--- src/rtl/core/omw_pkg.sv ---
`timescale 1ns / 1ps
`default_nettype none

package omw_pkg;

  localparam int unsigned N_WHEELS = 4;
  localparam int unsigned CFG_W    = 16;
  localparam int unsigned DEN_W    = 35;
  localparam int unsigned Q_W      = 33;
  localparam int unsigned RES_W    = 32;

  localparam logic [18:0]      TWO_PI_Q16 = 19'd411775;
  localparam logic [16:0]      W_S2H      = 17'd46341;
  localparam logic [16:0]      W_S3H      = 17'd56756;
  localparam logic [CFG_W-1:0] RADIUS_RST = 16'd256;
  localparam logic [CFG_W-1:0] DIAM_RST   = 16'd512;

  localparam int unsigned WHL_FR = 0;
  localparam int unsigned WHL_FL = 1;
  localparam int unsigned WHL_BR = 2;
  localparam int unsigned WHL_BL = 3;

  typedef enum logic [1:0] {
    DRIVE_OMNI3,
    DRIVE_OMNI4,
    DRIVE_MECANUM
  } drive_t;

  typedef enum logic [1:0] {
    CFG_DRIVE_TYPE,
    CFG_WHL_RAD,
    CFG_BASE_DIAM
  } cfg_idx_t;

  typedef enum logic [2:0] {
    WK_ZERO,
    WK_ONE,
    WK_HALF,
    WK_S2H,
    WK_S3H
  } wkind_t;

  typedef struct packed {
    logic   neg;
    wkind_t kind;
  } weight_t;

  typedef struct packed {
    logic                fault;
    logic [N_WHEELS-1:0] act;
    logic [N_WHEELS-1:0] neg;
  } side_t;

  localparam weight_t WX_TAB [3][N_WHEELS] = '{
    '{'{1'b1, WK_ONE}, '{1'b0, WK_HALF}, '{1'b0, WK_HALF}, '{1'b0, WK_ZERO}},
    '{'{1'b1, WK_S2H}, '{1'b0, WK_S2H},  '{1'b0, WK_S2H},  '{1'b1, WK_S2H}},
    '{'{1'b0, WK_S2H}, '{1'b1, WK_S2H},  '{1'b1, WK_S2H},  '{1'b0, WK_S2H}}
  };

  localparam weight_t WY_TAB [3][N_WHEELS] = '{
    '{'{1'b0, WK_ZERO}, '{1'b1, WK_S3H}, '{1'b0, WK_S3H}, '{1'b0, WK_ZERO}},
    '{'{1'b0, WK_S2H},  '{1'b0, WK_S2H}, '{1'b1, WK_S2H}, '{1'b1, WK_S2H}},
    '{'{1'b1, WK_S2H},  '{1'b1, WK_S2H}, '{1'b0, WK_S2H}, '{1'b0, WK_S2H}}
  };

  function automatic weight_t x_weight(input logic [1:0] drive, input logic [1:0] wheel);
    weight_t w;
    w = '{neg: 1'b0, kind: WK_ZERO};
    if (drive <= DRIVE_MECANUM) begin
      w = WX_TAB[drive][wheel];
    end
    return w;
  endfunction

  function automatic weight_t y_weight(input logic [1:0] drive, input logic [1:0] wheel);
    weight_t w;
    w = '{neg: 1'b0, kind: WK_ZERO};
    if (drive <= DRIVE_MECANUM) begin
      w = WY_TAB[drive][wheel];
    end
    return w;
  endfunction

  function automatic logic [N_WHEELS-1:0] rot_mask(input logic [1:0] drive);
    logic [N_WHEELS-1:0] m;
    unique case (drive)
      DRIVE_OMNI3: begin
        m = '1;
        m[WHL_BL] = 1'b0;
      end
      DRIVE_OMNI4, DRIVE_MECANUM: m = '1;
      default: m = '0;
    endcase
    return m;
  endfunction

endpackage

`default_nettype wire

--- src/rtl/core/omw_mix.sv ---
`timescale 1ns / 1ps
`default_nettype none

module omw_mix #(
  parameter int unsigned IN_WIDTH = 16
) (
  input  wire                                                  clk,
  input  wire                                                  rst_n,
  input  wire  [1:0]                                           drive_type,
  input  wire  [omw_pkg::CFG_W-1:0]                            whl_rad,
  input  wire  [omw_pkg::CFG_W-1:0]                            base_diam,
  input  wire  [omw_pkg::DEN_W-1:0]                            den,
  input  wire                                                  up_vld,
  output logic                                                 up_rdy,
  input  wire  signed [IN_WIDTH-1:0]                           vel_x,
  input  wire  signed [IN_WIDTH-1:0]                           vel_y,
  input  wire  signed [IN_WIDTH-1:0]                           vel_rot,
  output logic                                                 dn_vld,
  input  wire                                                  dn_rdy,
  output logic [omw_pkg::N_WHEELS-1:0][IN_WIDTH+39:0]          dn_rem,
  output omw_pkg::side_t                                       dn_side
);
  import omw_pkg::*;

  localparam int unsigned P_W   = IN_WIDTH + 17;
  localparam int unsigned NUM_W = IN_WIDTH + 24;
  localparam int unsigned MAG_W = NUM_W - 1;
  localparam int unsigned REM_W = IN_WIDTH + 40;

  logic v1_r, v2_r, v3_r, v4_r;
  logic rdy1, rdy2, rdy3, rdy4;

  logic signed [P_W-1:0]      px2_r, py2_r, py3_r, rot1_r;
  logic signed [IN_WIDTH-1:0] vx1_r;
  logic [1:0]                 drv1_r;
  side_t                      side1_r, side2_r, side3_r, side4_r;

  logic signed [NUM_W-1:0] num2_r [N_WHEELS];
  logic [MAG_W-1:0]        mag3_r [N_WHEELS];
  logic [N_WHEELS-1:0][REM_W-1:0] rem4_r;

  logic signed [P_W-1:0]   px2_nxt, py2_nxt, py3_nxt, rot1_nxt;
  side_t                   side1_nxt, side3_nxt;
  logic signed [NUM_W-1:0] num2_nxt [N_WHEELS];
  logic [MAG_W-1:0]        mag3_nxt [N_WHEELS];
  logic [N_WHEELS-1:0][REM_W-1:0] rem4_nxt;

  assign rdy4   = !v4_r || dn_rdy;
  assign rdy3   = !v3_r || rdy4;
  assign rdy2   = !v2_r || rdy3;
  assign rdy1   = !v1_r || rdy2;
  assign up_rdy = rdy1;

  assign px2_nxt  = P_W'($signed(W_S2H)) * P_W'(vel_x);
  assign py2_nxt  = P_W'($signed(W_S2H)) * P_W'(vel_y);
  assign py3_nxt  = P_W'($signed(W_S3H)) * P_W'(vel_y);
  assign rot1_nxt = P_W'($signed({1'b0, base_diam})) * P_W'(vel_rot);

  always_comb begin
    side1_nxt.fault = (whl_rad == '0);
    side1_nxt.act   = rot_mask(drive_type) & {N_WHEELS{!side1_nxt.fault}};
    side1_nxt.neg   = '0;
  end

  always_comb begin
    weight_t                 wx;
    weight_t                 wy;
    logic signed [NUM_W-1:0] tx;
    logic signed [NUM_W-1:0] ty;
    for (int w = 0; w < N_WHEELS; w++) begin
      wx = x_weight(drv1_r, 2'(w));
      wy = y_weight(drv1_r, 2'(w));
      unique case (wx.kind)
        WK_ONE:  tx = NUM_W'(vx1_r) <<< 16;
        WK_HALF: tx = NUM_W'(vx1_r) <<< 15;
        WK_S2H:  tx = NUM_W'(px2_r);
        default: tx = '0;
      endcase
      unique case (wy.kind)
        WK_S2H:  ty = NUM_W'(py2_r);
        WK_S3H:  ty = NUM_W'(py3_r);
        default: ty = '0;
      endcase
      if (wx.neg) begin
        tx = -tx;
      end
      if (wy.neg) begin
        ty = -ty;
      end
      num2_nxt[w] = tx + ty + (NUM_W'(rot1_r) <<< 7);
    end
  end

  always_comb begin
    side3_nxt = side2_r;
    for (int w = 0; w < N_WHEELS; w++) begin
      side3_nxt.neg[w] = num2_r[w][NUM_W-1];
      mag3_nxt[w] = num2_r[w][NUM_W-1] ? MAG_W'(-num2_r[w]) : MAG_W'(num2_r[w]);
    end
  end

  always_comb begin
    for (int w = 0; w < N_WHEELS; w++) begin
      rem4_nxt[w] = REM_W'({mag3_r[w], 16'b0}) + REM_W'(den >> 1);
    end
  end

  always_ff @(posedge clk) begin
    if (!rst_n) begin
      v1_r <= 1'b0;
      v2_r <= 1'b0;
      v3_r <= 1'b0;
      v4_r <= 1'b0;
    end else begin
      if (rdy1) v1_r <= up_vld;
      if (rdy2) v2_r <= v1_r;
      if (rdy3) v3_r <= v2_r;
      if (rdy4) v4_r <= v3_r;
    end
  end

  always_ff @(posedge clk) begin
    if (rdy1 && up_vld) begin
      px2_r   <= px2_nxt;
      py2_r   <= py2_nxt;
      py3_r   <= py3_nxt;
      rot1_r  <= rot1_nxt;
      vx1_r   <= vel_x;
      drv1_r  <= drive_type;
      side1_r <= side1_nxt;
    end
    if (rdy2 && v1_r) begin
      num2_r  <= num2_nxt;
      side2_r <= side1_r;
    end
    if (rdy3 && v2_r) begin
      mag3_r  <= mag3_nxt;
      side3_r <= side3_nxt;
    end
    if (rdy4 && v3_r) begin
      rem4_r  <= rem4_nxt;
      side4_r <= side3_r;
    end
  end

  assign dn_vld  = v4_r;
  assign dn_rem  = rem4_r;
  assign dn_side = side4_r;

endmodule

`default_nettype wire

--- config.mk ---
export PLATFORM = sky130hd
export DESIGN_NAME = omw_mix
export DESIGN_NICKNAME = d
export VERILOG_FILES = /design/src/rtl/core/omw_pkg.sv /design/src/rtl/core/omw_mix.sv
export SDC_FILE = /design/constraint.sdc
export NUM_CORES = 2
export LEC_CHECK = 0
export ABC_AREA = 1
export BUFFER_PORTS_ARGS = -buffer_cell sky130_fd_sc_hd__buf_2
export CORE_UTILIZATION = 40
export CTS_BUF_LIST = sky130_fd_sc_hd__clkbuf_8
export CTS_CLUSTER_SIZE = 30
export DETAILED_ROUTE_END_ITERATION = 8
export PLACE_DENSITY_LB_ADDON = 0.08
export SKIP_LAST_GASP = 1
export SLEW_MARGIN = 40
export SYNTH_ARGS = -nofsm -noshare
export SYNTH_HDL_FRONTEND = slang
export SYNTH_SLANG_ARGS = --single-unit
--- constraint.sdc ---
create_clock -name clk -period 10.5 [get_ports clk]
set_input_delay 2.1 -clock clk [delete_from_list [all_inputs] [get_ports clk]]
set_output_delay 2.1 -clock clk [all_outputs]
set_load 0.02 [all_outputs]
## Word level (Yosys, flattened, before mapping)

Cells that the tools add are included.

| word-level totals | value |
|---|---|
| output and inout bits | 235 |
| logic and storage cells | 137 |
| input bits | 121 |
| register bits | 720 |

| cells by class | value |
|---|---|
| $add $sub $neg | 24 |
| reductions and logical operators | 16 |
| muxes and demuxes | 35 |
| equality and inequality tests | 22 |
| $mul | 4 |
| bitwise logic cells | 2 |
| order comparisons | 2 |

Operators with widths:

| operator | number |
|---|---|
| $pmux W40 S3 | 4 |
| $add A40 B40 Y40 | 8 |
| $mux W40 | 8 |
| $neg A40 Y40 | 8 |
| $pmux W40 S2 | 4 |
| $add A55 B34 Y56 | 4 |
| $mux W39 | 4 |
| $neg A39 Y39 | 4 |
| $mul A17 B16 Y33 const A | 2 |
| $bmux W16 S2 | 2 |
| $mux W16 | 4 |
| $eq A3 B2 Y1 const B | 12 |
| $mul A17 B16 Y33 | 1 |
| $mux W4 | 8 |
| $mul A15 B16 Y31 const A | 1 |
| $logic_not A16 Y1 | 1 |
| $eq A3 B1 Y1 const B | 4 |
| $eq A3 B3 Y1 const B | 4 |
| $pmux W4 S2 | 1 |
| $logic_not A1 Y1 | 5 |
| $and A4 B4 Y4 | 1 |
| $logic_and A1 B1 Y1 | 4 |
| $logic_or A1 B1 Y1 | 4 |
| $ge A3 B3 Y1 const B | 1 |
| other kinds (6) | 6 |

## Logic depth before layout (Yosys ltp)

| logic depth | value |
|---|---|
| depth after elaboration | 11 |
| mapped depth | 33 |

## Worst setup path before layout

Ideal clock, no wire load.

| path | value |
|---|---|
| kind | input to register |
| start point | input dn_rdy |
| end point | register rem4_r (netlist bit dn_rem[0]) (enable) |
| setup time | 0.732 ns |
| stages on the path | 2 |
| data arrival time | 9.774 ns |
| setup slack | -0.006 ns |
| cells stage by stage | nor2_1 > nor2_1 |

| on the way | value |
|---|---|
| longest elaborated chain between the ends | 2 |

RTL lines:

| element | line | RTL |
|---|---|---|
| start, declared | omw_mix.sv:19 | `input wire dn_rdy,` |
| $logic_or A1 B1 Y1 | omw_mix.sv:48 | `assign rdy4 = !v4_r \|\| dn_rdy;` |
| $logic_and A1 B1 Y1 | omw_mix.sv:140 | `if (rdy4 && v3_r) begin` |
| end signal, assigned | omw_mix.sv:141 | `rem4_r <= rem4_nxt;` |
| end, declared | omw_mix.sv:40 | `logic [N_WHEELS-1:0][REM_W-1:0] rem4_r;` |

Every way passes these cells.
A chain may end at the register's enable or synchronous reset.

## Final worst setup path

| path | value |
|---|---|
| start point | input vel_y[15] |
| end point | register py3_r[29] (data pin) |

| on the way | value |
|---|---|
| longest elaborated chain between the ends | 1 |

RTL lines:

| element | line | RTL |
|---|---|---|
| start, declared | omw_mix.sv:16 | `input wire signed [IN_WIDTH-1:0] vel_y,` |
| $mul A15 B16 Y31 | omw_mix.sv:56 | `assign py3_nxt = P_W'($signed(W_S3H)) * P_W'(vel_y);` |
| named net py3_nxt[29] | omw_mix.sv:42 | `logic signed [P_W-1:0] px2_nxt, py2_nxt, py3_nxt, rot1_nxt;` |
| end signal, assigned | omw_mix.sv:126 | `py3_r <= py3_nxt;` |
| end, declared | omw_mix.sv:33 | `logic signed [P_W-1:0] px2_r, py2_r, py3_r, rot1_r;` |

The timed path passes the listed nets, and every way through them passes these cells.

==> results.py <==
metrics = {
    "clock_network": {
        "post_cts_resized": 0,
        "cts_buffer_depth": 3,
        "cts_hold_buffers": 0,
        "cts_tree": "yes",
        "clock-sinks": 656,
        "insertion_delay_ns": 0.89,
        "cts_setup_buffers": 0,
        "htree_num_levels": 3,
        "numCtsBuffers": 111,
        "clk_pin_slew_ns": 0.06,
        "cts_root_buf": "clkbuf_8",
    },
    "final_layout": {
        "fin_util": 0.440,
        "drive_above_1_share": 0.0792,
        "mostFrequentLayoutCells": "1,659 x nand2_1, 1,646 x inv_1, 721 x ha_1, 652 x edfxtp_1, 619 x nor2_1",
        "final_nets": 10213,
        "regArea_um2": 19700,
        "multi_input_area_um2": 44900,
        "fillers": 17902,
        "stdcell_area_um2": 77900,
        "areaGrowthSynthToFinish_pct": 8.78,
        "layout_commonest_cell": "nand2_1",
    },
    "grt": {
        "grt_first_pass_wirelength_um": 337000,
        "grt_max_degree": 139,
        "grt_overflow_total": 0,
        "grt_use_total": 0.244,
        "antenna_found_initial": 3,
        "grt_pass1_vias": 56063,
    },
    "synth": {
        "synth_top_area_share": 0.273,
        "ys_top_cells_by_area": "edfxtp_1 27%, fa_1 16%, ha_1 13%",
        "synth.largest_area_cell": "edfxtp_1",
        "synth_warnings": 0,
        "syn-cell-area_um2": 71600,
        "synth_seq_cells": 656,
        "ys_seq_area_frac": 0.274,
        "synth_edf_count": 652,
        "synth_fp_nets": 9905,
        "syn_avg_cell_area_um2": 8.43,
        "syn-instance-count": 8493,
        "async_flop_share": 0,
        "synth_ff_type": "edfxtp_1",
        "synth_cell_types": 70,
    },
    "routing": {
        "drt-initial-drc-count": 3761,
        "routed_wl_um": 222000,
        "wl_per_cell_um": 19.7,
        "first_pass_iters": 6,
        "detail-route-antenna-nets": 0,
        "num_vias": 56348,
        "routed_via_density": 5.01,
        "drcViolationCount": 0,
    },
    "worst_hold_path": {
        "min_path_type": "reg2reg",
        "holdPathStages": 0,
        "hold_end": "dn_side[6]$_DFFE_PP_",
        "min-delay-start": "side3_r[6]$_DFFE_PP_",
    },
    "floorplan": {
        "die_y_um": 425,
        "coreArea_um2": 177000,
        "fp.dieW_um": 425,
        "rows": 154,
        "dieArea_um2": 181000,
        "io_pins": 356,
        "start_util": 0.404,
    },
    "timing": {
        "finClkSkew_ns": 0.0762,
        "rsz0062_at_grt": "false",
        "timing.setup.tns_ns": 0,
        "fin_crit_ns": 7.17,
        "maxSlewHeadroom": 0.441,
        "finalCritPeriodShare": 0.683,
        "max_freq_mhz": 139,
        "finalMaxSlewViolations": 0,
        "finalHoldViolations": 0,
        "setup_viol": 0,
        "worst_pin_slew_ns": 0.839,
    },
    "setup_path": {
        "worstPathArrival_ns": 7.77,
        "path_max_fanout": 24,
        "r2r_start": "drv1_r[1]$_DFFE_PP_",
        "crit_type": "in2reg",
        "reg2reg_depth": 29,
        "crit_slowest_cell": "fa_1",
        "path_cells": "buf_2 -> ha_1 -> inv_1 -> fa_1 -> fa_1 -> fa_1 -> fa_1 -> inv_1 -> fa_1 -> inv_1 -> ha_1 -> nand2_1 -> inv_1 -> a21oi_1 -> o21ai_0 -> a21oi_1 -> o21ai_0 -> nand2_1 -> nand2_1 -> nand2_1 -> nand2_1 -> xor2_1",
        "reg2reg_to": "num2_r[79]$_DFFE_PP_",
        "startpoint_type": "primary input",
        "critPathBufInv": 5,
        "critPathMaxStageDelay_ns": 0.54,
        "cpLargestDelayFamily": "adder cells",
        "cp-end-kind": "flip-flop",
        "required_ns": 11.09,
        "rrSetupSlack_ns": 3.54,
    },
    "placed_design": {
        "dp_hpwl_um": 189000,
        "gp_congestion": 0.984,
        "place_area_um2": 75700,
        "port_buffers": 354,
    },
    "status": {
        "status": "complete, no violations",
    },
    "job": {
        "cap_violations": 0,
    },
}
sequential cells by signal (all words and copies together) (netlist names), 3 cells and up:
signal / count
px2_r: 33
rot1_r: 33
num2_r: 159
mag3_r: 155
dn_rem: 175
py3_r: 28
side1_r: 3
dn_side: 7
vx1_r: 14
side2_r: 3
py2_r: 33
side3_r: 7
synthesized netlist by cell type (all sizes together), types with 10 or more instances:
master  count
clkbuf    103
o31ai      15
nand2    1735
nor3      108
a21oi     428
nand4      81
edfxtp    652
buf        81
o21bai     31
fa        567
ha        724
o21a       15
nor2      647
or2        17
o211ai     10
xor2      434
and3       10
a31oi      73
a21o       63
nor4       44
o21ai     440
nand3     290
a21boi     21
inv      1641
xnor2     204
layout make-up:
class / count / area share
multi-input combinational: 6011 / 0.576
sequential: 656 / 0.252
inverter: 1642 / 0.0792
tap: 2340 / 0.0376
timing repair buffer: 379 / 0.0265
clock buffer: 111 / 0.0196
clock inverter: 91 / 0.00824
antenna: 6 / 0.000193
worst register-to-register path: cells and delay by family, from the launching register on:
family / cells / cell delay [ns]
compound gates: 2 / 0.40
flops: 1 / 0.63
buf+inv: 8 / 1.38
xor+xnor: 1 / 0.57
simple gates: 15 / 1.99
fa+ha+maj: 3 / 1.74
cells by family (layout without fill, tap and decap cells):
kind of cell               Yosys count  in the layout  share of synthesized area
buffers and inverters             1826           2223                     0.0995
DFF                                656            656                      0.274
AOI/OAI and AO/OA                 1132           1132                     0.0882
muxes                                4              4                   0.000576
other                                0              6                          0
xor gates and xnor gates           638            638                     0.0781
adders and majority gates         1291           1291                      0.285
and+or+nand+nor                   2946           2946                      0.174
how the worst max path moves through the flow:
stage / from / end / slack (ns) / cells past startpoint
after CTS: vel_y[15] / py3_r[29]$_DFFE_PP_ / 3.36 / 22
after global placement: vel_y[15] / py3_r[29]$_DFFE_PP_ / 2.42 / 22
after floorplan: dn_rdy / drv1_r[0]$_DFFE_PP_ / 1.26 / 8
final: vel_y[15] / py3_r[29]$_DFFE_PP_ / 3.33 / 22
after detailed placement: vel_y[15] / py3_r[29]$_DFFE_PP_ / 2.43 / 22
after global routing: vel_y[15] / py3_r[29]$_DFFE_PP_ / 3.01 / 22
routing by layer:
layer	vias to the layer above	share of wire	track usage
li1	27904	-	-
met1	26783	0.48	0.342
met2	1409	0.45	0.396
met3	252	0.040	0.0219
met4	0	0.034	0.0831
met5	-	0	0
per-stage QoR:
step                setup WS, ns  hold WS, ns  instances
finish                      3.33        0.420      11236
global route                3.01        0.424      11235
CTS                         3.36        0.422      11228
detailed placement          2.43        0.406      11026
global placement            2.42        0.401      11023
floorplan                   1.26        0.400       8493
Power is not shown: default switching activity piles up to over one toggle a cycle in this logic, so the estimate is an artifact.
