--- src/rtl/core/omw_pkg.sv ---
`timescale 1ns / 1ps
`default_nettype none

package omw_pkg;

  localparam int unsigned N_WHEELS = 4;
  localparam int unsigned CFG_W    = 16;
  localparam int unsigned DEN_W    = 35;
  localparam int unsigned Q_W      = 33;
  localparam int unsigned RES_W    = 32;

  localparam logic [18:0]      TWO_PI_Q16 = 19'd411775;
  localparam logic [16:0]      W_S2H      = 17'd46341;
  localparam logic [16:0]      W_S3H      = 17'd56756;
  localparam logic [CFG_W-1:0] RADIUS_RST = 16'd256;
  localparam logic [CFG_W-1:0] DIAM_RST   = 16'd512;

  localparam int unsigned WHL_FR = 0;
  localparam int unsigned WHL_FL = 1;
  localparam int unsigned WHL_BR = 2;
  localparam int unsigned WHL_BL = 3;

  typedef enum logic [1:0] {
    DRIVE_OMNI3,
    DRIVE_OMNI4,
    DRIVE_MECANUM
  } drive_t;

  typedef enum logic [1:0] {
    CFG_DRIVE_TYPE,
    CFG_WHL_RAD,
    CFG_BASE_DIAM
  } cfg_idx_t;

  typedef enum logic [2:0] {
    WK_ZERO,
    WK_ONE,
    WK_HALF,
    WK_S2H,
    WK_S3H
  } wkind_t;

  typedef struct packed {
    logic   neg;
    wkind_t kind;
  } weight_t;

  typedef struct packed {
    logic                fault;
    logic [N_WHEELS-1:0] act;
    logic [N_WHEELS-1:0] neg;
  } side_t;

  localparam weight_t WX_TAB [3][N_WHEELS] = '{
    '{'{1'b1, WK_ONE}, '{1'b0, WK_HALF}, '{1'b0, WK_HALF}, '{1'b0, WK_ZERO}},
    '{'{1'b1, WK_S2H}, '{1'b0, WK_S2H},  '{1'b0, WK_S2H},  '{1'b1, WK_S2H}},
    '{'{1'b0, WK_S2H}, '{1'b1, WK_S2H},  '{1'b1, WK_S2H},  '{1'b0, WK_S2H}}
  };

  localparam weight_t WY_TAB [3][N_WHEELS] = '{
    '{'{1'b0, WK_ZERO}, '{1'b1, WK_S3H}, '{1'b0, WK_S3H}, '{1'b0, WK_ZERO}},
    '{'{1'b0, WK_S2H},  '{1'b0, WK_S2H}, '{1'b1, WK_S2H}, '{1'b1, WK_S2H}},
    '{'{1'b1, WK_S2H},  '{1'b1, WK_S2H}, '{1'b0, WK_S2H}, '{1'b0, WK_S2H}}
  };

  function automatic weight_t x_weight(input logic [1:0] drive, input logic [1:0] wheel);
    weight_t w;
    w = '{neg: 1'b0, kind: WK_ZERO};
    if (drive <= DRIVE_MECANUM) begin
      w = WX_TAB[drive][wheel];
    end
    return w;
  endfunction

  function automatic weight_t y_weight(input logic [1:0] drive, input logic [1:0] wheel);
    weight_t w;
    w = '{neg: 1'b0, kind: WK_ZERO};
    if (drive <= DRIVE_MECANUM) begin
      w = WY_TAB[drive][wheel];
    end
    return w;
  endfunction

  function automatic logic [N_WHEELS-1:0] rot_mask(input logic [1:0] drive);
    logic [N_WHEELS-1:0] m;
    unique case (drive)
      DRIVE_OMNI3: begin
        m = '1;
        m[WHL_BL] = 1'b0;
      end
      DRIVE_OMNI4, DRIVE_MECANUM: m = '1;
      default: m = '0;
    endcase
    return m;
  endfunction

endpackage

`default_nettype wire

--- src/rtl/core/omw_div_stage.sv ---
`timescale 1ns / 1ps
`default_nettype none

module omw_div_stage #(
  parameter int unsigned IN_WIDTH = 16,
  parameter int unsigned BIT      = 0
) (
  input  wire                                                clk,
  input  wire                                                rst_n,
  input  wire  [omw_pkg::DEN_W-1:0]                          den,
  input  wire                                                up_vld,
  output logic                                               up_rdy,
  input  wire  [omw_pkg::N_WHEELS-1:0][IN_WIDTH+39:0]        up_rem,
  input  wire  [omw_pkg::N_WHEELS-1:0][omw_pkg::Q_W-1:0]     up_q,
  input  wire  omw_pkg::side_t                               up_side,
  output logic                                               dn_vld,
  input  wire                                                dn_rdy,
  output logic [omw_pkg::N_WHEELS-1:0][IN_WIDTH+39:0]        dn_rem,
  output logic [omw_pkg::N_WHEELS-1:0][omw_pkg::Q_W-1:0]     dn_q,
  output omw_pkg::side_t                                     dn_side
);
  import omw_pkg::*;

  localparam int unsigned REM_W = IN_WIDTH + 40;
  localparam int unsigned CMP_W = (REM_W > DEN_W + Q_W) ? REM_W : DEN_W + Q_W;

  logic                           vld_r;
  logic [N_WHEELS-1:0][REM_W-1:0] rem_r;
  logic [N_WHEELS-1:0][Q_W-1:0]   q_r;
  side_t                          side_r;

  logic [CMP_W-1:0]               div_sh;
  logic [N_WHEELS-1:0][REM_W-1:0] rem_nxt;
  logic [N_WHEELS-1:0][Q_W-1:0]   q_nxt;

  assign up_rdy = !vld_r || dn_rdy;
  assign div_sh = CMP_W'(den) << BIT;

  always_comb begin
    logic [CMP_W-1:0] rem_x;
    rem_nxt = up_rem;
    q_nxt   = up_q;
    for (int w = 0; w < N_WHEELS; w++) begin
      rem_x = CMP_W'(up_rem[w]);
      if (rem_x >= div_sh) begin
        rem_nxt[w]  = REM_W'(rem_x - div_sh);
        q_nxt[w][BIT] = 1'b1;
      end
    end
  end

  always_ff @(posedge clk) begin
    if (!rst_n) begin
      vld_r <= 1'b0;
    end else if (up_rdy) begin
      vld_r <= up_vld;
    end
  end

  always_ff @(posedge clk) begin
    if (up_rdy && up_vld) begin
      rem_r  <= rem_nxt;
      q_r    <= q_nxt;
      side_r <= up_side;
    end
  end

  assign dn_vld  = vld_r;
  assign dn_rem  = rem_r;
  assign dn_q    = q_r;
  assign dn_side = side_r;

endmodule

`default_nettype wire

--- config.mk ---
export PLATFORM = sky130hd
export DESIGN_NAME = omw_div_stage
export DESIGN_NICKNAME = d
export VERILOG_FILES = /design/src/rtl/core/omw_pkg.sv /design/src/rtl/core/omw_div_stage.sv
export SDC_FILE = /design/constraint.sdc
export NUM_CORES = 1
export LEC_CHECK = 0
export BUFFER_PORTS_ARGS = -buffer_cell sky130_fd_sc_hd__clkbuf_2
export CAP_MARGIN = 20
export CORE_AREA = 2 2 300 302
export DETAILED_ROUTE_END_ITERATION = 7
export DIE_AREA = 0 0 302 304
export PLACE_DENSITY_LB_ADDON = 0.2
export SYNTH_ARGS = -nofsm -noshare
export SYNTH_HDL_FRONTEND = slang
export SYNTH_SLANG_ARGS = --single-unit
--- constraint.sdc ---
create_clock -name clk -period 19.78 [get_ports clk]
set_clock_uncertainty 0.2 [all_clocks]
set_input_delay 1.978 -clock clk [delete_from_list [all_inputs] [get_ports clk]]
set_output_delay 1.978 -clock clk [all_outputs]
set_load 0.02 [all_outputs]
---- Word level (Yosys, flattened, before mapping) ----
Cells that the tools add are included.
cells by class
  $add $sub $neg .......................... 4
  $mul .................................... 0
  div/mod/pow operators ................... 0
  order comparisons ....................... 4
  eq/ne operators ......................... 0
  shift operators ......................... 0
  muxes and demuxes ....................... 4
  bitwise gates (word level) .............. 0
  reduce and logical (&&, ||, !) cells .... 3
operator list
  operator             number
  $ge A56 B35 Y1       4
  $mux W56             4
  $sub A56 B35 Y56     4
  $logic_and A1 B1 Y1  1
  $logic_not A1 Y1     1
  $logic_or A1 B1 Y1   1
word-level totals
  bits in registers ....................... 366
  bits in latches ......................... 0
  bits in writable memories ............... 0
  memory bits (read-only) ................. 0
  input bits .............................. 404
  memories ................................ 0

---- Logic depth before layout (Yosys ltp) ----
Gate-level depths: netlist (run 1).
  word-level depth ........................ 3
  depth in mapped cells ................... 15
  gate-level depth less buffers ........... 12

---- Worst setup path before layout (run 1) ----
No wires, ideal clock.
  kind .................................... input to register
  start point ............................. input port dn_rdy
  end point ............................... register q_r, in the netlist dn_q[0], enable pin
  setup time .............................. 773 ps
  data arrival time ....................... 10528 ps
  data required time ...................... 18807 ps
  slack ................................... 8278 ps
  stages on the path ...................... 2
  cell sequence ........................... nand2b_1 -> and2_1
between the ends
  cells in the longest elaborated chain, start to end .. 2
RTL lines
  item                    line                 source
  start: declaration      omw_div_stage.sv:17  input wire dn_rdy,
  $logic_or A1 B1 Y1      omw_div_stage.sv:36  assign up_rdy = !vld_r || dn_rdy;
  $logic_and A1 B1 Y1     omw_div_stage.sv:61  if (up_rdy && up_vld) begin
  end signal: assignment  omw_div_stage.sv:63  q_r <= q_nxt;
  end: declaration        omw_div_stage.sv:29  logic [N_WHEELS-1:0][Q_W-1:0] q_r;
Every way passes these cells.
A chain may end at the register's enable or synchronous reset.

==> results of run 1 <==
==> cells in the final DEF, fill, tap and decap left out, types with 12 or more instances in the layout <==
cell type / synthesis / routed
nor3_1: 47 / 47
or4_1: 12 / 12
a211oi_1: 19 / 19
or3_1: 22 / 22
o211ai_1: 13 / 13
clkbuf_2: 0 / 770
mux2_2: 24 / 24
a21oi_1: 270 / 270
and3_1: 17 / 17
a21o_1: 69 / 68
o21ai_0: 94 / 94
nand2b_1: 17 / 17
o21bai_1: 29 / 29
nand3_1: 50 / 50
and2_1: 19 / 18
nand2_1: 154 / 153
buf_4: 0 / 16
nand4_1: 50 / 50
nor2b_1: 17 / 17
o21a_1: 24 / 24
a31oi_1: 16 / 16
clkbuf_16: 0 / 47
edfxtp_1: 365 / 365
ha_1: 140 / 140
inv_1: 76 / 76
xnor2_1: 122 / 122
nor2_1: 222 / 222
nor4_1: 23 / 23
xor2_1: 83 / 83
or2_2: 11 / 12
==> tightest hold or removal path, delay by kind of cell (launching register included) <==
family / cells / cell delay, ns
and+or+nand+nor: 1 / 0.10
AOI/OAI and AO/OA: 1 / 0.08
DFF: 1 / 0.31
==> logic make-up after synthesis <==
logic type               after synthesis  share of synthesized area
AND/OR/NAND/NOR                      700                      0.150
AO/OA/AOI/OAI                        617                      0.167
flip-flops                           366                      0.480
XOR/XNOR                             205                     0.0784
buffers and inverters                165                     0.0296
adder cells (fa/ha/maj)              144                     0.0800
multiplexers                          30                     0.0157
==> state kept, by name, summed over array words and instances (netlist names) <==
register  flops
dn_q        132
dn_vld        1
dn_rem      224
dn_side       9
==> layout make-up <==
cell class                 instances  share of cell area
clock buffer                      56              0.0410
tap                             1176              0.0499
clock inverter                    28              0.0100
sequential                       366               0.372
inverter                          76             0.00967
multi-input combinational       1696               0.382
antenna                            5            0.000424
timing repair buffer             786               0.135
==> per-stage QoR <==
step	util	power (mW)	area [um2]	instances
detailed placement	0.314	1.63	28000	4100
CTS	0.331	2.52	29500	4184
finish	0.331	2.49	29500	4189
global route	0.331	2.61	29500	4187
floorplan	-	1.39	22900	2227
global placement	0.314	1.64	28000	4100
==> worst max-delay path by stage <==
stage | to | slack, ns
6_report | dn_rem[106] | 13.50
5_1_grt | dn_rem[106] | 13.21
4_1_cts | dn_rem[106] | 13.60
3_5_place_dp | dn_rem[106] | 12.98
3_3_place_gp | dn_rem[106] | 12.90
2_1_floorplan | dn_q[0] | 8.28
==> layer usage <==
layer,up-vias,routed length (um)
met5,-,77
met4,12,2450
met3,112,7900
met2,802,46800
met1,9790,41600
li1,9809,-
==> cell usage after synthesis, types with 7 or more instances <==
library cell  instances
buf_2                16
xor2_1               83
mux2_2               24
nor3_1               47
or3_1                22
nor2_1              222
nor3b_1               7
clkbuf_1             67
nor4_1               23
o21a_1               24
o31ai_1              10
ha_1                140
nand3b_1              7
and3_1               17
o211ai_1             13
and2_1               19
inv_1                76
or2_2                11
a21o_1               69
o21ai_0              94
a21boi_0              8
a21oi_1             270
nand2_1             154
a211oi_1             19
a31oi_1              16
o21bai_1             29
nand4_1              50
edfxtp_1            365
xnor2_1             122
nand3_1              50
nand2b_1             17
or4_1                12
nor2b_1              17
==> power by group through the flow <==
stage / sequential, mW / combinational [mW] / clock, mW
after floorplan: 1.08 / 0.301 / 0
after global placement: 0.987 / 0.651 / 0
after detailed placement: 0.987 / 0.646 / 0
after CTS: 0.972 / 0.651 / 0.898
after global routing: 0.977 / 0.702 / 0.925
final: 0.971 / 0.649 / 0.871
==> out/results.ini, run 1 <==
[floorplan]
rows = 110
die_area_um2 = 91800
io_pins = 771
initial_core_util = 0.257
dieWidth_um = 302
core_um2 = 89000
die_y_um = 304

[worst_setup_path]
critPathMostFrequentCell = buf_4
critPathSlowestCell = nor4_1
ff2ff_setup_slack_ns = 16.34
critPathTopFamily = simple AND/OR/NAND/NOR gates
cp.arrival_ns = 6.41
cp_max_fo = 41
crit_type = in2reg
cp-end-kind = flop
worst-path-buf-inv = 4
cp_cell_sequence = clkbuf_2 > inv_1 > buf_4 > ha_1 > nor2b_1 > nand3_1 > nor4_1 > nand2_1 > o221ai_1 > a21o_2 > buf_4 > nor3b_1 > o311ai_1 > xnor2_1
path_depth = 14
crit_path_max_incr_delay_ns = 0.78
regToRegEndpoint = dn_rem[1]
startpoint_type = primary input
reg2reg_from = dn_vld
required_ns = 19.91
startpoint = den[34]
r2r_cells = 4

[finish]
register_area_um2 = 11000
finalNetCount = 3521
multi_input_area_um2 = 11300
syn_to_final_growth_pct = 28.8
layout-drive-gt1-share = 0.306
nFillCells = 9332

[power_and_ir_drop]
intPower_mw = 1.69
comb_power_share = 0.261
p_leak_nw = 12.5
clockPowerShare = 0.350
switchingPower_uw = 802
swShare = 0.322
power_density_nw_per_um2 = 84.5
ir_drop_uv = 59.7
power.sequential.fraction = 0.390

[global_routing]
grt_use_met3 = 0.0528
grt_use_total = 0.206
grt_util_met1 = 0.262
antenna_found_initial = 14
grt_pass1_vias = 19700
grt_overflow = 0
met2_usage = 0.344
grt_max_degree = 72
grt_pass1_wl_mm = 138
busiest_layer = met2

[yosys]
async_reset_ff_frac = 0
syn_area_um2 = 22900
ys_ff_latch = 366
yosysWarnings = 0
synth_edf_count = 365
synth.avg_cell_area_um2 = 10.3
netlist_top_cells_area = edfxtp_1 48%, ha_1 7.6%, a21oi_1 5.9%
yosys.area.top_type_share = 0.479
syn_nets = 2775
yosysTopAreaCell = edfxtp_1
syn_inst = 2227
seq_area_frac_synth = 0.480
ys_types = 82
ys.flop_type = edfxtp_1

[sta]
finalCritPeriodShare = 0.317
rsz0062_at_grt = false
fin_tns_setup_ns = 0
tightest_slew_ns = 1.02
min_period_ns = 6.28
max_freq_ghz = 0.159
hold_viol_final = 0
holdWs_ns = 0.341
relSlewSlack = 0.323
drv_slew = 0
setup_ws_ns = 13.50
setup_viol = 0

[worst_hold_path]
worst_hold_path.endpoint = dn_vld
hp-class = reg2reg
holdPathStages = 2
hp-start = dn_vld

[routing]
drt_pass1_iterations = 5
final_antenna_net_count = 0
drtIter0Drc = 1524
wl_per_cell_um = 23.6
wirelength_mm = 98.9
vias = 20500
drc = 0
avgViaCountPerCell = 4.90

[clocking]
cts_sinks = 366
clkSlewWorstSetupHoldPaths_ns = 0.06
cts_tree = built
htree_levels = 2
postCtsSetupBuffers = 0
cts_buffer_depth = 3
cts_resized = 0
clkLatencyLatePin_ns = 0.58
numCtsBuffers = 47
hold_buffers = 0
root_buffer = clkbuf_16

[placement]
portBuffers = 770
preCtsSetupSlack_ns = 12.98
detailed_place_hpwl_mm = 79.4
gp_congestion = 0.892

[status]
outcome = finished clean

[flow_run]
maxCapViolCount = 0

No activity file was read; power rests on OpenSTA's default activity.
==> inputs of run 2 (changes only) <==
==> constraint.sdc (replaced) <==
create_clock -name clk -period 6.4 [get_ports clk]
set_clock_uncertainty 0.2 [all_clocks]
set_input_delay 0.64 -clock clk [delete_from_list [all_inputs] [get_ports clk]]
set_output_delay 0.64 -clock clk [all_outputs]
set_load 0.02 [all_outputs]
==> out/results.ini, run 2 (synthesis results as in run 1) <==
[status]
outcome = finished clean

[clocking]
clkLatencyLatePin_ns = 0.59
root_buffer = clkbuf_16
cts_sinks = 366
numCtsBuffers = 46
clkSlewWorstSetupHoldPaths_ns = 0.06
cts_buffer_depth = 3
cts_tree = built
htree_levels = 2

[finish]
finalNetCount = 3640
fin_util = 0.344
syn_to_final_growth_pct = 33.9
largest_reg_flops = 224
multi_input_area_um2 = 11300
final_cell_mix = 770 x clkbuf_2, 365 x edfxtp_1, 270 x a21oi_1, 222 x nor2_1, 153 x nand2_1
layout_commonest_cell = clkbuf_2
register_area_um2 = 11000
fin_area_um2 = 30700
nFillCells = 9204
layout-drive-gt1-share = 0.295

[routing]
met3_length_mm = 7.54
drt_pass1_iterations = 5
avgViaCountPerCell = 4.87
top_layer = met5
vias = 21000
wirelength_mm = 99.8
wl_met2_mm = 47.7
wl_per_cell_um = 23.2
drc = 0
m1WireLength_mm = 41.8
drtIter0Drc = 1598
final_antenna_net_count = 0

[floorplan]
die_area_um2 = 91800
dieWidth_um = 302
io_pins = 771
initial_core_util = 0.257
rows = 110
die_y_um = 304
core_um2 = 89000

[power_and_ir_drop]
power_density_nw_per_um2 = 250
ir_drop_uv = 257
total_power_mw = 7.67
p_leak_nw = 13.0

[worst_hold_path]
hp-class = in2reg
hp-start = up_q[75]

[sta]
fin_tns_setup_ns = 0
setup_viol = 0
finalCritPeriodShare = 0.700
tightest_slew_ns = 1.04
relSlewSlack = 0.309
rsz0062_at_grt = false
max_freq_ghz = 0.223
hold_viol_final = 0
drv_slew = 0
min_period_ns = 4.48

[placement]
gp_congestion = 0.887
detailed_place_hpwl_mm = 80.4
portBuffers = 770
postPlaceCellArea_um2 = 28000

[worst_setup_path]
crit_type = in2reg
startpoint = den[0]
reg2reg_from = dn_vld
required_ns = 6.55
cp.arrival_ns = 4.63
cp-end-kind = flop
cp_max_fo = 51
startpoint_type = primary input

[global_routing]
grt_pass1_vias = 20500
grt_overflow = 0
grt_max_degree = 121
antenna_found_initial = 20
grt_use_total = 0.209
grt_pass1_wl_mm = 141

[flow_run]
maxCapViolCount = 0

run 2: timing repair:
| action | 4_1_cts | 5_1_grt |
|---|---|---|
| resized for setup | 0 | 0 |
| hold endpoints to repair | 117 | 0 |
| endpoints found under the setup margin | 0 | 0 |
| buffers inserted | 0 | 0 |
| hold buffers | 117 | 0 |
run 2: final cells by class:
cell class                 count  area share
antenna                        3    0.000245
inverter                      76     0.00930
clock inverter                26     0.00869
multi-input combinational   1696       0.367
clock buffer                  55      0.0393
tap                         1176      0.0480
sequential                   366       0.358
timing repair buffer         906       0.169
run 2: per-stage QoR:
step	setup slack, ns	hold WS, ns	std cells
finish	1.92	0.0282	4304
global route	1.69	0.0117	4303
CTS	1.98	0.000550	4301
detailed placement	1.37	0.341	4103
global placement	1.38	0.340	4103
floorplan	0.340	0.539	2227
run 2: path summary, 6_finish.rpt:
path | to | slack [ns] | cells past startpoint
worst max-delay path | dn_rem[116] | 1.92 | 12
worst min register to register | dn_vld | 0.34 | 2
worst max register to register | dn_rem[190] | 3.96 | 3
worst min-delay path | dn_q[75] | 0.03 | 1
run 2: routing by layer:
layer	track usage	vias up
met5	0	-
met4	0.0558	22
met3	0.0475	119
met2	0.354	805
met1	0.265	9943
li1	-	10100
run 2: critical path, cell delays in order:
cell      delay, ns
clkbuf_2       0.19
ha_1           0.27
fa_1           0.40
nand2b_1       0.18
a21oi_1        0.17
nor2_1         0.11
o21ai_0        0.48
a21oi_1        0.17
a31oi_1        0.42
or2_2          0.89
buf_4          0.36
mux2_4         0.32
run 2: report_power, final:
part	switching (mW)	internal, mW	leakage, nW
combinational	1.31	0.751	8.75
clock	1.09	1.51	0.720
sequential	0.0763	2.93	3.53
