**src/rtl/core/omw_pkg.sv**
```systemverilog
`timescale 1ns / 1ps
`default_nettype none

package omw_pkg;

  localparam int unsigned N_WHEELS = 4;
  localparam int unsigned CFG_W    = 16;
  localparam int unsigned DEN_W    = 35;
  localparam int unsigned Q_W      = 33;
  localparam int unsigned RES_W    = 32;

  localparam logic [18:0]      TWO_PI_Q16 = 19'd411775;
  localparam logic [16:0]      W_S2H      = 17'd46341;
  localparam logic [16:0]      W_S3H      = 17'd56756;
  localparam logic [CFG_W-1:0] RADIUS_RST = 16'd256;
  localparam logic [CFG_W-1:0] DIAM_RST   = 16'd512;

  localparam int unsigned WHL_FR = 0;
  localparam int unsigned WHL_FL = 1;
  localparam int unsigned WHL_BR = 2;
  localparam int unsigned WHL_BL = 3;

  typedef enum logic [1:0] {
    DRIVE_OMNI3,
    DRIVE_OMNI4,
    DRIVE_MECANUM
  } drive_t;

  typedef enum logic [1:0] {
    CFG_DRIVE_TYPE,
    CFG_WHL_RAD,
    CFG_BASE_DIAM
  } cfg_idx_t;

  typedef enum logic [2:0] {
    WK_ZERO,
    WK_ONE,
    WK_HALF,
    WK_S2H,
    WK_S3H
  } wkind_t;

  typedef struct packed {
    logic   neg;
    wkind_t kind;
  } weight_t;

  typedef struct packed {
    logic                fault;
    logic [N_WHEELS-1:0] act;
    logic [N_WHEELS-1:0] neg;
  } side_t;

  localparam weight_t WX_TAB [3][N_WHEELS] = '{
    '{'{1'b1, WK_ONE}, '{1'b0, WK_HALF}, '{1'b0, WK_HALF}, '{1'b0, WK_ZERO}},
    '{'{1'b1, WK_S2H}, '{1'b0, WK_S2H},  '{1'b0, WK_S2H},  '{1'b1, WK_S2H}},
    '{'{1'b0, WK_S2H}, '{1'b1, WK_S2H},  '{1'b1, WK_S2H},  '{1'b0, WK_S2H}}
  };

  localparam weight_t WY_TAB [3][N_WHEELS] = '{
    '{'{1'b0, WK_ZERO}, '{1'b1, WK_S3H}, '{1'b0, WK_S3H}, '{1'b0, WK_ZERO}},
    '{'{1'b0, WK_S2H},  '{1'b0, WK_S2H}, '{1'b1, WK_S2H}, '{1'b1, WK_S2H}},
    '{'{1'b1, WK_S2H},  '{1'b1, WK_S2H}, '{1'b0, WK_S2H}, '{1'b0, WK_S2H}}
  };

  function automatic weight_t x_weight(input logic [1:0] drive, input logic [1:0] wheel);
    weight_t w;
    w = '{neg: 1'b0, kind: WK_ZERO};
    if (drive <= DRIVE_MECANUM) begin
      w = WX_TAB[drive][wheel];
    end
    return w;
  endfunction

  function automatic weight_t y_weight(input logic [1:0] drive, input logic [1:0] wheel);
    weight_t w;
    w = '{neg: 1'b0, kind: WK_ZERO};
    if (drive <= DRIVE_MECANUM) begin
      w = WY_TAB[drive][wheel];
    end
    return w;
  endfunction

  function automatic logic [N_WHEELS-1:0] rot_mask(input logic [1:0] drive);
    logic [N_WHEELS-1:0] m;
    unique case (drive)
      DRIVE_OMNI3: begin
        m = '1;
        m[WHL_BL] = 1'b0;
      end
      DRIVE_OMNI4, DRIVE_MECANUM: m = '1;
      default: m = '0;
    endcase
    return m;
  endfunction

endpackage

`default_nettype wire

```
**src/rtl/core/omw_out.sv**
```systemverilog
`timescale 1ns / 1ps
`default_nettype none

module omw_out (
  input  wire                                                clk,
  input  wire                                                rst_n,
  input  wire                                                up_vld,
  output logic                                               up_rdy,
  input  wire  [omw_pkg::N_WHEELS-1:0][omw_pkg::Q_W-1:0]     up_q,
  input  wire  omw_pkg::side_t                               up_side,
  output logic                                               dn_vld,
  input  wire                                                dn_stall,
  output logic [omw_pkg::N_WHEELS-1:0][omw_pkg::RES_W-1:0]   dn_speed,
  output logic                                               dn_fault
);
  import omw_pkg::*;

  localparam logic [RES_W-1:0] SAT_POS = {1'b0, {(RES_W-1){1'b1}}};
  localparam logic [RES_W-1:0] SAT_NEG = {1'b1, {(RES_W-1){1'b0}}};

  logic                           vld_r;
  logic [N_WHEELS-1:0][RES_W-1:0] speed_r;
  logic                           fault_r;
  logic [N_WHEELS-1:0][RES_W-1:0] speed_nxt;

  assign up_rdy = !vld_r || !dn_stall;

  always_comb begin
    logic [RES_W-1:0] mag;
    for (int w = 0; w < N_WHEELS; w++) begin
      mag = up_q[w][RES_W-1:0];
      if (!up_side.act[w]) begin
        speed_nxt[w] = '0;
      end else if (up_side.neg[w]) begin
        speed_nxt[w] = (up_q[w][Q_W-1] || (mag > SAT_NEG)) ? SAT_NEG : -mag;
      end else begin
        speed_nxt[w] = (up_q[w][Q_W-1] || mag[RES_W-1]) ? SAT_POS : mag;
      end
    end
  end

  always_ff @(posedge clk) begin
    if (!rst_n) begin
      vld_r <= 1'b0;
    end else if (up_rdy) begin
      vld_r <= up_vld;
    end
  end

  always_ff @(posedge clk) begin
    if (up_rdy && up_vld) begin
      speed_r <= speed_nxt;
      fault_r <= up_side.fault;
    end
  end

  assign dn_vld   = vld_r;
  assign dn_speed = speed_r;
  assign dn_fault = fault_r;

endmodule

`default_nettype wire

```
**config.mk**
```make
export PLATFORM = sky130hd
export DESIGN_NAME = omw_out
export DESIGN_NICKNAME = d
export VERILOG_FILES = /design/src/rtl/core/omw_pkg.sv /design/src/rtl/core/omw_out.sv
export SDC_FILE = /design/constraint.sdc
export NUM_CORES = 1
export LEC_CHECK = 0
export BUFFER_PORTS_ARGS = -buffer_cell sky130_fd_sc_hd__buf_2
export CORE_ASPECT_RATIO = 0.75
export CORE_MARGIN = 2
export CORE_UTILIZATION = 30
export CTS_CLUSTER_DIAMETER = 100
export CTS_CLUSTER_SIZE = 8
export DETAILED_ROUTE_END_ITERATION = 12
export SKIP_LAST_GASP = 1
export SLEW_MARGIN = 20
export SYNTH_ARGS = -nofsm -noshare
export SYNTH_HDL_FRONTEND = slang
export SYNTH_SLANG_ARGS = --single-unit
```
**constraint.sdc**
```tcl
create_clock -name clk -period 8.7 [get_ports clk]
set_input_delay 0.435 -clock clk [delete_from_list [all_inputs] [get_ports clk]]
set_output_delay 0.435 -clock clk [all_outputs]
set_load 0.02 [all_outputs]
```
[Yosys cells after proc, flatten, opt, wreduce, memory -nomap -nowiden]
Index checks and enable logic that the tools add are counted.
Storage, ports and cells
  bits in registers: 130
  output and inout port bits: 131
  input bits: 145
  logic and storage cells: 38
Operators by class
  reductions and logical operators: 12
  multiplexer cells: 12
  $add $sub $neg: 4
  $lt $le $gt $ge: 4
Operators with widths (number)
  two-way mux 32 bit: 12
  greater-than comparator 32 bit (second input constant): 4
  negator 32 bit: 4
  logical OR 1 bit: 9
  logical NOT 1 bit: 2
  logical AND 1 bit: 1

[Longest topological paths before layout]
Gate-level depths: netlist (run 1).
  word-level depth: 4
  mapped depth: 10
  depth with buffers taken out: 8

[Worst setup path before layout (run 1)]
OpenSTA, ideal clock, no wires.
  path type: input to register
  start point: in dn_stall
  end point: reg fault_r (netlist: dn_fault) (enable)
  arrival: 3.628 ns
  required time: 8.197 ns
  slack: 4.569 ns
  setup time: 0.503 ns
  stages: 2
  cell sequence: nand2_1 and2_1
Between the ends
  cells in the longest elaborated chain, start to end: 3
Ends and longest elaborated chain
  start: declaration: RTL line omw_out.sv:12  | input wire dn_stall,
  logical NOT 1 bit: RTL line omw_out.sv:26  | assign up_rdy = !vld_r || !dn_stall;
  logical OR 1 bit: RTL line omw_out.sv:26
  logical AND 1 bit: RTL line omw_out.sv:51  | if (up_rdy && up_vld) begin
  end signal: assignment: RTL line omw_out.sv:53  | fault_r <= up_side.fault;
  end: declaration: RTL line omw_out.sv:23  | logic fault_r;
No other way between the ends.
A chain may end at the register's enable or synchronous reset.

[Final worst setup path (run 1)]
  start point: in up_q[119] in the netlist's numbering
  end point: reg speed_r, in the netlist dn_speed[104], data pin
Between the ends
  cells in the longest elaborated chain, start to end: 4
Ends and longest elaborated chain
  start: declaration: RTL line omw_out.sv:9  | input wire [omw_pkg::N_WHEELS-1:0][omw_pkg::Q_W-1:0] up_q,
  greater-than comparator 32 bit: RTL line omw_out.sv:35  | speed_nxt[w] = (up_q[w][Q_W-1] || (mag > SAT_NEG)) ? SAT_NEG : -mag;
  logical OR 1 bit: RTL line omw_out.sv:35
  two-way mux 32 bit: RTL line omw_out.sv:35
  two-way mux 32 bit: RTL line omw_out.sv:34  | end else if (up_side.neg[w]) begin
  end signal: assignment: RTL line omw_out.sv:52  | speed_r <= speed_nxt;
  end: declaration: RTL line omw_out.sv:22  | logic [N_WHEELS-1:0][RES_W-1:0] speed_r;
No other way between the ends.

==> impl_metrics.json, run 1 <==
{
  "initial_utilization": 0.3032,
  "dr.first_iter.drc_count": 674,
  "cts_sinks": 130,
  "synth.avg_cell_area_um2": 8.889,
  "worst-setup-path-type": "primary input to register",
  "cts-root-buf": "clkbuf_16",
  "p_sw_frac": 0.2972,
  "clkSlewWorstSetupHoldPaths_ns": 0.07,
  "final_cell_mix": "buf_2, edfxtp_1, nor2_1",
  "core_area_mm2": 0.02785,
  "dp.final_hpwl_um": 20620,
  "numCtsBuffers": 17,
  "max_slew.worst_pin.slew_ns": 1.031,
  "grt_pass1_wl_um": 43050,
  "synth_area_mm2": 0.008444,
  "period_share": 0.3333,
  "seq_area_frac_synth": 0.4611,
  "grt_usage": 0.1864,
  "postPlaceCellArea_mm2": 0.01014,
  "dieArea_mm2": 0.02952,
  "tns_ns": 0,
  "cpLargestDelayFamily": "simple AND/OR/NAND/NOR gates",
  "async_flop_share": 0,
  "hold_viol": 0,
  "wl_per_cell_um": 18.17,
  "ys_ff_latch": 130,
  "ys_warn_count": 0,
  "synthToLayoutAreaGrowth_pct": 26.86,
  "synth_fp_nets": 1099,
  "antenna_found_initial": 2,
  "avgViaCountPerCell": 5.551,
  "start_kind": "primary input",
  "fmax_ghz": 0.3448,
  "report.final.slew_viol_count": 0,
  "drive_gt1_frac": 0.2874,
  "final_area_mm2": 0.01071,
  "path_cells": "buf_2 > or4_1 > or4_4 > nor3_2 > and3_1 > o31ai_4 > buf_4 > a311oi_1",
  "leakagePower_nw": 3.960,
  "regToRegSetupSlack_ns": 6.26,
  "synthCells": 950,
  "drv_cap": 0,
  "cp_slowest_stage_delay_ns": 0.58,
  "arrival_ns": 3.14,
  "place.gp.congestion": 0.8678,
  "drt_pass1_iterations": 5,
  "p_comb_frac": 0.182,
  "final_nets": 1348,
  "grt_overflow": 0,
  "portBuffers": 275,
  "grt_max_degree": 71,
  "vias": 8726,
  "utilization": 0.3846,
  "power_frac_seq": 0.420,
  "synth_top_flop_cell": "edfxtp_1",
  "cp-end-kind": "register",
  "cts-hold-fix-buffers": 0,
  "post_cts_buffers": 0,
  "clkPwrFrac": 0.398,
  "setup_viol": 0,
  "relSlewSlack": 0.3029,
  "critPathBufInv": 2,
  "cp_max_fo": 23,
  "synth_enable_flop_cells": 129,
  "required_ns": 8.94,
  "crit_slowest_cell": "or4_1",
  "ios": 276,
  "power_density_mw_per_mm2": 168.4,
  "rsz0062_at_grt": "no",
  "hold_class": "primary input to register",
  "cts_tree": "built",
  "peakVddDrop_mv": 0.1244,
  "final_common_cell": "buf_2",
  "grt_pass1_vias": 7687,
  "cts_resized": 0,
  "p_sw_mw": 0.5361,
  "die_h_um": 149.3,
  "cts_max_path_buffers": 2,
  "intPower_mw": 1.268,
  "routed_wl_um": 28560,
  "worst_skew_pair.late_latency_ns": 0.42,
  "h-tree-depth": 4,
  "skew_ns": 0.008342,
  "die-width_um": 197.7,
  "status": "finished clean",
  "ant_nets": 0,
  "num_rows": 53,
  "period_minus_slack_ns": 2.900,
  "synth_cell_type_count": 64,
  "drc": 0
}
==> cell usage after synthesis (all sizes together), types with 5 or more instances <==
cell    count  area (um2)
nand3      37       185.2
edfxtp    129        3874
a211oi      8       75.08
a21oi     106       530.5
or3         8       50.05
nand2b      6       37.54
nand3b     11       82.58
clkbuf     46       172.7
o22ai      25       156.4
or4        19       157.7
and3        9       56.30
a21boi      7       52.55
buf        10       57.55
inv        16       60.06
nand2     111       416.7
nor2      118       442.9
o21ai      58       297.8
nor3b       5       37.54
nand4b      7       61.31
nor3       50       265.3
o31ai       7       57.55
nand4       8       50.05
a31oi      23       143.9
nor2b       9       56.30
nor4       21       143.9
a311oi     35       362.9
xnor2       5       43.79
a211o       5       43.79
==> state kept, by name, indices dropped and copies added, names as in the netlist <==
register	cells
dn_fault	1
dn_speed	128
dn_vld	1
==> power groups by stage <==
| stage | registers, mW | logic, mW | clock network (mW) |
|---|---|---|---|
| 2_1_floorplan | 0.831 | 0.124 | 0 |
| 3_3_place_gp | 0.771 | 0.325 | 0 |
| 4_1_cts | 0.759 | 0.328 | 0.735 |
| 6_report | 0.758 | 0.328 | 0.717 |
| 5_1_grt | 0.763 | 0.357 | 0.755 |
| 3_5_place_dp | 0.771 | 0.327 | 0 |
==> metal layers <==
metal | track usage | share of wire
met5 | 0 | 0.00046
met4 | 0.03346 | 0.0081
met3 | 0.04884 | 0.093
met2 | 0.2669 | 0.42
met1 | 0.2812 | 0.47
==> logic make-up after synthesis <==
logic type      after synthesis  synth area share
compound gates              299            0.2304
xor+xnor                      9          0.009334
fa+ha+maj                     4          0.005927
buf+inv                      72           0.03438
flops                       130            0.4611
mux                           1          0.001185
simple gates                435            0.2577
==> layout make-up <==
cell class              count  area [um2]
multi-input cells         748        4279
inverters                  16       60.06
diodes                      4       10.01
clock inverters            14       138.9
flip-flops and latches    130        3894
fillers                  2834       17140
clock buffers              17       425.4
well taps                 357       446.7
repair buffers            286        1459
==> final timing paths <==
path	from	end	cells after the start
max	up_q[119]	dn_speed[104]$_SDFFCE_PN0P_	8
min	up_side[8]	dn_fault$_DFFE_PP_	1
max reg2reg	dn_vld$_SDFFE_PN0N_	dn_speed[105]$_SDFFCE_PN0P_	3
min reg2reg	dn_vld$_SDFFE_PN0N_	dn_vld$_SDFFE_PN0N_	2
==> metrics by stage <==
step	total power, mW	hold WS [ns]	worst slack, ns	instances
global placement	1.096	0.5124	5.473	1537
finish	1.804	0.1874	5.800	1572
CTS	1.822	0.1617	5.814	1568
global route	1.875	0.1629	5.641	1568
floorplan	0.9553	0.5339	4.569	950
detailed placement	1.098	0.5326	5.364	1537
No activity file was read; power rests on OpenSTA's default activity.
==> run 2: changes to the inputs <==
==> constraint.sdc (replaced) <==
create_clock -name clk -period 2.8 [get_ports clk]
set_input_delay 0.14 -clock clk [delete_from_list [all_inputs] [get_ports clk]]
set_output_delay 0.14 -clock clk [all_outputs]
set_load 0.02 [all_outputs]
==> run 2 against run 1 <==
  * Clock-buffer cell count did not move
  * Sequential power rose to 3.1 times the previous value
  * Clock skew fell by 0.0021 ns
  * Flip-flop and latch count did not move
  * Combinational power rose to 3.2 times the previous value
  * Power rose to 3.2 times the previous value
  * Setup slack got worse by 5.3 ns
  * Clock power rose to 3.4 times the previous value
  * Register-to-register slack got worse by 5.1 ns
  * Largest power group is now the clock network
==> impl_metrics.json, run 2 (synthesized netlist as in run 1, its figures left out) <==
{
  "postPlaceCellArea_mm2": 0.01040,
  "avgViaCountPerCell": 5.538,
  "cts_sinks": 130,
  "drc": 0,
  "start_kind": "primary input",
  "top_layer_used": "met5",
  "final_nets": 1383,
  "portBuffers": 275,
  "hold_viol": 0,
  "die_h_um": 149.3,
  "dieArea_mm2": 0.02952,
  "max_slew.worst_pin.slew_ns": 0.9031,
  "period_share": 0.8144,
  "final_cell_mix": "buf_2, edfxtp_1, nor2_1",
  "antenna_found_initial": 2,
  "cts_max_path_buffers": 2,
  "routed_wl_um": 29100,
  "final_common_cell": "buf_2",
  "wl_per_cell_um": 18.13,
  "cts-root-buf": "clkbuf_16",
  "place.gp.congestion": 0.8826,
  "ios": 276,
  "grt_usage": 0.1910,
  "final_cell_count_no_fill": 1605,
  "core_area_mm2": 0.02785,
  "num_rows": 53,
  "period_minus_slack_ns": 2.280,
  "numCtsBuffers": 17,
  "required_ns": 3.01,
  "cts_resized": 0,
  "ant_nets": 0,
  "drv_cap": 0,
  "regToRegSetupSlack_ns": 1.20,
  "met3_length_um": 2989,
  "vias": 8889,
  "drive_gt1_frac": 0.3047,
  "initial_utilization": 0.3032,
  "grt_overflow": 0,
  "fmax_ghz": 0.4386,
  "fillers": 2840,
  "report.final.slew_viol_count": 0,
  "wl_met2_um": 12320,
  "status": "finished clean",
  "placed_cells": 1569,
  "drt_pass1_iterations": 5,
  "h-tree-depth": 4,
  "grt_pass1_wl_um": 44190,
  "worst_skew_pair.late_latency_ns": 0.42,
  "worst-setup-path-type": "primary input to register",
  "dr.first_iter.drc_count": 850,
  "peakVddDrop_mv": 0.3834,
  "arrival_ns": 2.49,
  "rsz0062_at_grt": "no",
  "hold_class": "primary input to register",
  "dp.final_hpwl_um": 21620,
  "grt_max_degree": 52,
  "skew_ns": 0.006199,
  "clkSlewWorstSetupHoldPaths_ns": 0.07,
  "final_area_mm2": 0.01105,
  "tns_ns": 0,
  "cts_tree": "built",
  "post_cts_buffers": 0,
  "grt_pass1_vias": 7734,
  "cp-end-kind": "register",
  "met1Wirelength_um": 13550,
  "synthToLayoutAreaGrowth_pct": 30.82,
  "power_density_mw_per_mm2": 527.4,
  "die-width_um": 197.7,
  "relSlewSlack": 0.3979,
  "setup_viol": 0,
  "cp_max_fo": 16,
  "largest_reg_flops": 128,
  "leakagePower_nw": 4.179
}
-- run 2: cell count changes in the layout (fill, tap and decap cells not counted), sizes merged --
| cell | delta |
|---|---|
| inv | -1 |
| diode | -3 |
| clkinv | +3 |
| dlygate4sd3 | +3 |
| buf | +32 |
| clkinvlp | -3 |
| bufinv | +2 |
-- run 2: stage by stage --
step | setup slack [ns] | utilization | hold WS (ns) | power (mW)
CTS | 0.5872 | 0.3965 | 0.04811 | 5.868
global route | 0.3652 | 0.3965 | 0.05714 | 6.060
global placement | 0.1120 | 0.3733 | 0.3183 | 3.432
detailed placement | 0.1183 | 0.3733 | 0.3268 | 3.439
finish | 0.5198 | 0.3966 | 0.07263 | 5.826
floorplan | 0.1376 | - | 0.2389 | 2.961
-- run 2: worst max-delay path, cell delays in order --
cell	delay (ns)
buf_2	0.14
inv_1	0.06
ha_1	0.24
nor4b_1	0.50
and4_1	0.30
and3_1	0.31
a21o_1	0.21
o21ai_2	0.07
buf_4	0.20
a311oi_1	0.30
-- run 2: what timing repair did --
action	in CTS	in global routing
hold endpoints to repair	2	0
endpoints found under the setup margin	0	0
hold buffers	3	0
-- run 2: area by class of cell --
class	count	area (um2)	area share
clock buffer	17	425.4	0.03851
clock inverter	15	190.2	0.01722
inverter	16	60.06	0.005437
tap	357	446.7	0.04044
timing repair buffer	321	1754	0.1588
sequential	130	3894	0.3525
multi-input combinational	748	4274	0.3869
antenna	1	2.502	0.0002265
-- run 2: path summary, 6_finish.rpt --
| check | from | end | depth (start not counted) |
|---|---|---|---|
| worst max register to register | dn_vld$_SDFFE_PN0N_ | dn_speed[62]$_SDFFCE_PN0P_ | 3 |
| worst min-delay path | up_q[26] | dn_speed[26]$_SDFFCE_PN0P_ | 3 |
| worst min register to register | dn_vld$_SDFFE_PN0N_ | dn_speed[111]$_SDFFCE_PN0P_ | 2 |
| worst max-delay path | up_q[33] | dn_speed[57]$_SDFFCE_PN0P_ | 10 |
-- run 2: per-layer routing --
layer  vias to the layer above  track usage
li1                       4255            -
met1                      4167       0.2894
met2                       448       0.2704
met3                        17      0.04748
met4                         2      0.04135
met5                         -            0
-- run 2: where the power goes --
part	total (mW)	switching, mW	internal (mW)
Clock	2.42	0.934	1.49
Sequential	2.35	0.0397	2.31
Combinational	1.06	0.707	0.349
